==> src/rtl/mvt_pkg.sv <==
package mvt_pkg;

   // coefficient and result word width, 16 to 32
   localparam int WORD_BITS = 32;
   localparam int FRAC_BITS = 16;
   localparam int PORT_BITS = 32;
   localparam int LANES     = 4;
   localparam int IDX_BITS  = 2;

   // vector operands must also hold 1.0 for the position mode
   localparam int VEC_BITS  = (WORD_BITS < 18) ? 18 : WORD_BITS;
   localparam int PROD_BITS = WORD_BITS + VEC_BITS;
   localparam int SUM_BITS  = PROD_BITS + 2;

   localparam logic [2:0] CMD_LOAD = 3'd0;
   localparam logic [2:0] CMD_VXM  = 3'd1;
   localparam logic [2:0] CMD_MXV  = 3'd2;
   localparam logic [2:0] CMD_POS  = 3'd3;
   localparam logic [2:0] CMD_DIR  = 3'd4;

   localparam logic [WORD_BITS-1:0] WORD_MAX = {1'b0, {(WORD_BITS-1){1'b1}}};
   localparam logic [WORD_BITS-1:0] WORD_MIN = {1'b1, {(WORD_BITS-1){1'b0}}};
   // 1.0 saturated to the word range
   localparam logic [WORD_BITS-1:0] COEF_ONE =
      (WORD_BITS > 17) ? WORD_BITS'(32'd65536) : WORD_MAX;
   localparam logic [VEC_BITS-1:0] VEC_ONE = VEC_BITS'(32'd65536);

   typedef struct packed {
      logic [2:0]                  cmd;
      logic [1:0]                  row_index;
      logic [1:0]                  col_index;
      logic signed [PORT_BITS-1:0] vec_x;
      logic signed [PORT_BITS-1:0] vec_y;
      logic signed [PORT_BITS-1:0] vec_z;
      logic signed [PORT_BITS-1:0] vec_w;
   } req_type;

   typedef struct packed {
      logic signed [PORT_BITS-1:0] res_x;
      logic signed [PORT_BITS-1:0] res_y;
      logic signed [PORT_BITS-1:0] res_z;
      logic signed [PORT_BITS-1:0] res_w;
   } rsp_type;

   // what travels from cell to cell
   typedef struct packed {
      logic                                is_load;
      logic                                col_mode;
      logic                                zero_w;
      logic [IDX_BITS-1:0]                 row;
      logic [IDX_BITS-1:0]                 col;
      logic [LANES-1:0][VEC_BITS-1:0]      vec;
      logic [LANES-1:0][SUM_BITS-1:0]      sums;
   } beat_type;

endpackage

==> src/rtl/mvt_sat.sv <==
module mvt_sat (
   input  logic              clock,
   input  logic              reset,
   input  logic              in_valid,
   output logic              in_ready,
   input  mvt_pkg::beat_type in_beat,
   output logic              rsp_valid,
   input  logic              rsp_stall,
   output mvt_pkg::rsp_type  rsp_data
);

   logic                                   out_valid_ff;
   mvt_pkg::rsp_type                       out_data_ff, out_data_in;
   logic signed [mvt_pkg::SUM_BITS-1:0]    q [mvt_pkg::LANES];
   logic signed [mvt_pkg::WORD_BITS-1:0]   word [mvt_pkg::LANES];
   logic [mvt_pkg::LANES-1:0]              fits;

   assign in_ready  = !out_valid_ff || !rsp_stall;
   assign rsp_valid = out_valid_ff;
   assign rsp_data  = out_data_ff;

   // floor shift, then clamp to the word range
   always_comb begin
      for (int j = 0; j < mvt_pkg::LANES; j++) begin
         q[j]    = $signed(in_beat.sums[j]) >>> mvt_pkg::FRAC_BITS;
         fits[j] = (&q[j][mvt_pkg::SUM_BITS-1:mvt_pkg::WORD_BITS-1])
                || !(|q[j][mvt_pkg::SUM_BITS-1:mvt_pkg::WORD_BITS-1]);
         if (fits[j]) begin
            word[j] = q[j][mvt_pkg::WORD_BITS-1:0];
         end else if (q[j][mvt_pkg::SUM_BITS-1]) begin
            word[j] = mvt_pkg::WORD_MIN;
         end else begin
            word[j] = mvt_pkg::WORD_MAX;
         end
      end
      out_data_in.res_x = mvt_pkg::PORT_BITS'(word[0]);
      out_data_in.res_y = mvt_pkg::PORT_BITS'(word[1]);
      out_data_in.res_z = mvt_pkg::PORT_BITS'(word[2]);
      out_data_in.res_w = in_beat.zero_w ? '0 : mvt_pkg::PORT_BITS'(word[3]);
   end

   always_ff @(posedge clock) begin
      if (reset) begin
         out_valid_ff <= 1'b0;
      end else if (in_ready) begin
         out_valid_ff <= in_valid && !in_beat.is_load;
      end
   end

   always_ff @(posedge clock) begin
      if (in_ready) begin
         out_data_ff <= out_data_in;
      end
   end

endmodule

==> config.mk <==
export PLATFORM = sky130hd
export DESIGN_NAME = mvt_sat
export DESIGN_NICKNAME = d
export VERILOG_FILES = /design/src/rtl/mvt_pkg.sv /design/src/rtl/mvt_sat.sv
export SDC_FILE = /design/constraint.sdc
export NUM_CORES = 1
export LEC_CHECK = 0
export BUFFER_PORTS_ARGS = -buffer_cell sky130_fd_sc_hd__buf_2
export CAP_MARGIN = 10
export CORE_AREA = 2 2 210 212
export CTS_CLUSTER_SIZE = 28
export DETAILED_ROUTE_END_ITERATION = 10
export DIE_AREA = 0 0 212 214
export SLEW_MARGIN = 20
export SYNTH_ARGS = -nofsm -noshare
export SYNTH_HDL_FRONTEND = slang
export SYNTH_SLANG_ARGS = --single-unit
==> constraint.sdc <==
create_clock -name clock -period 10.8 [get_ports clock]
set_input_delay 1.08 -clock clock [delete_from_list [all_inputs] [get_ports clock]]
set_output_delay 1.08 -clock clock [all_outputs]
set_load 0.01 [all_outputs]
==> impl_results.md <==
- Root Buffer: clkbuf_16
- Routability cong.: 0.7608
- Synth cell types: 21
- ANT cells: 0
- Cell Rows: 76
- First-pass GRT wire length: 26.81 mm
- Largest net degree at the start of global routing: 53
- Top delay family on crit path: buffers and inverters
- Final Skew: 0.01014 ns
- Leak: 3.901 nW
- CP Launch Point: rsp_stall
- WL per Instance: 15.14 µm
- Post-Route WL: 19.33 mm
- Gr usage total: 8.433%
- Synthesized area: 0.005420 mm²
- CTS tree: done
- Max_cap viols: 0
- Synth top area share: 70.91%
- Congestion Overflow GR: 0
- Dpl cells: 1,245
- Setup Viol. Count Final: 0
- Area delta synth->final: 54.94%
- Critical path destination: in_ready
- Crit path depth: 3
- Crit end category: output pin
- Post-DP HPWL: 14.90 mm
- Via count: 4,497
- Min Hold Slack: 0.7846 ns
- R2R depth: 2
- Largest stage delay, worst path: 0.33 ns
- Area leader, netlist: edfxtp_1
- Slew @ Worst Pin: 1.043 ns
- Worst Path Max Fanout: 28
- CP startpoint kind: primary input
- 1st-iter DRT viols: 230
- Die Y-Extent: 214 µm
- DRC: 0
- Reg-to-Reg Start: rsp_valid$_SDFFE_PP0P_
- Clock tree sinks: 129
- Hold buffer count at CTS: 0
- Final Net Count: 1,082
- DP Area: 0.007797 mm²
- # Post-CTS Setup Buffers: 0
- H-tree levels: 4
- Synth area leaders: edfxtp_1 (71%), a21o_1 (13%), a31o_1 (4.8%)
- DIE AREA: 0.04537 mm²
- Power Density: 159.1 mW/mm²
- WP buf/inv: 2
- Core Box Area: 0.04289 mm²
- Port bufs: 335
- Crit-path slowest cell: nand2_4
- Starting Density: 12.64%
- I/O Pins: 533
- Worst rel slew slack: 30.38%
- Ys Warns: 0
- Max-slew violations: 0
- CTS Buf Count: 17
- Layout cells sized above 1: 56.07%
- Worst EP required: 9.72 ns
- Post-Route Setup TNS: 0 ns
- RSZ-0062 raised after global routing: no
- Reg clk slew, reported paths: 0.06 ns
- Drt pass-1 iters: 4
- Post-synthesis sequential area ratio: 71.28%
- Post-cts gate resize count: 0
- Fin area: 0.008398 mm²
- Worst EP arrival: 1.78 ns
- CP cell instances: buf_2 -> nand2_4 -> buf_2
- Most frequent cells in the layout: buf_2 (335), edfxtp_1 (128), a21o_1 (93), a31o_1 (30), nand4_1 (20)
- Minimum clock period: 2.860 ns
- Initial antenna violation count: 1
- Fin. Hold Viols: 0
- Syn Nets: 751
- Die Wd: 212 µm
- Critical register-to-register path endpoint: rsp_data[117]$_DFFE_PP_
- Via count of the first global-routing pass: 4,465
- Peak Freq: 349.7 MHz
- Worst skew pair latency: 0.46 ns
- Average cell area after synthesis: 15.58 µm²
- Vias per cell: 3.522
- Status: finished clean
- Most common cell after layout, fill and taps aside: buf_2
- Final worst-path cycle share: 26.48%
- Worst path most repeated cell: buf_2
- Setup CP Type: primary input to output pin
- Antenna-violating nets left: 0
- Clock Tree Buf Depth: 2
- Synth Register Bits: 129
- Worst hold path class: primary input to flop
- Synth Instances: 348
- Reg2reg setup slack: 9.04 ns
- VDD IR max: 0.0001438 V
- Final non-filler cell total: 1,277
registers in the layout (all words and copies together), names as in the netlist:
register and count:
rsp_data 128, rsp_valid 1
stage by stage:
stage	setup slack [ns]	util, %	total power [W]
3_5_place_dp	7.550	18.18	0.0007528
2_1_floorplan	5.872	-	0.0006598
6_report	7.940	19.58	0.001336
4_1_cts	7.907	19.58	0.001370
5_1_grt	7.872	19.58	0.001394
3_3_place_gp	7.555	18.13	0.0007509
layout make-up:
class / instances / area, µm²
Clock buffer: 17 / 425.4
Tap cell: 585 / 732.0
Inverter: 1 / 3.754
Timing Repair Buffer: 343 / 1744
Multi-Input combinational cell: 187 / 1454
Sequential cell: 129 / 3864
Fill cell: 4671 / 34490
Clock inverter: 15 / 175.2
power breakdown:
group / leakage, nW / switching, W / total (W) / internal, W
Combinational: 2.23 / 0.0000783 / 0.000144 / 0.0000658
Clock: 0.298 / 0.000265 / 0.000596 / 0.000331
Sequential: 1.38 / 0.00000870 / 0.000596 / 0.000587
Total: 3.90 / 0.000352 / 0.00134 / 0.000984
per-layer routing:
layer | part of all wire [%] | GRT usage (%)
met2 | 45 | 13.45
met4 | 2.8 | 4.953
met1 | 41 | 9.030
met5 | 0.062 | 0
met3 | 11 | 4.061
cell usage after synthesis:
| cell type | n |
|---|---|
| dfxtp_1 | 1 |
| buf_6 | 3 |
| edfxtp_1 | 128 |
| a21oi_1 | 1 |
| a21o_1 | 93 |
| nand4_1 | 20 |
| nand2b_1 | 1 |
| buf_2 | 21 |
| inv_1 | 1 |
| nor4_2 | 4 |
| nand2_1 | 1 |
| or2_1 | 1 |
| and3_1 | 3 |
| nor2b_1 | 1 |
| a311oi_1 | 3 |
| nor4_1 | 18 |
| a31o_1 | 30 |
| nor2_1 | 6 |
| a31o_2 | 4 |
| and4_1 | 1 |
| clkbuf_1 | 7 |
worst min path at each step:
stage,endpoint,depth (start not counted),start
floorplan,rsp_valid$_SDFFE_PP0P_,1,reset
global placement,rsp_data[37]$_DFFE_PP_,1,rsp_valid$_SDFFE_PP0P_
detailed placement,rsp_data[37]$_DFFE_PP_,1,rsp_valid$_SDFFE_PP0P_
CTS,rsp_valid$_SDFFE_PP0P_,2,reset
global route,rsp_valid$_SDFFE_PP0P_,2,reset
finish,rsp_valid$_SDFFE_PP0P_,2,reset
kinds of logic (layout without fill, tap and decap cells):
| logic type | Yosys count | count (layout) | synth area share, % |
|---|---|---|---|
| AO/OA/AOI/OAI | 131 | 131 | 18.95 |
| flip-flops | 129 | 129 | 71.28 |
| AND/OR/NAND/NOR | 56 | 56 | 6.648 |
| buffers and inverters | 32 | 376 | 3.116 |
(Power assumes the default switching activity.)
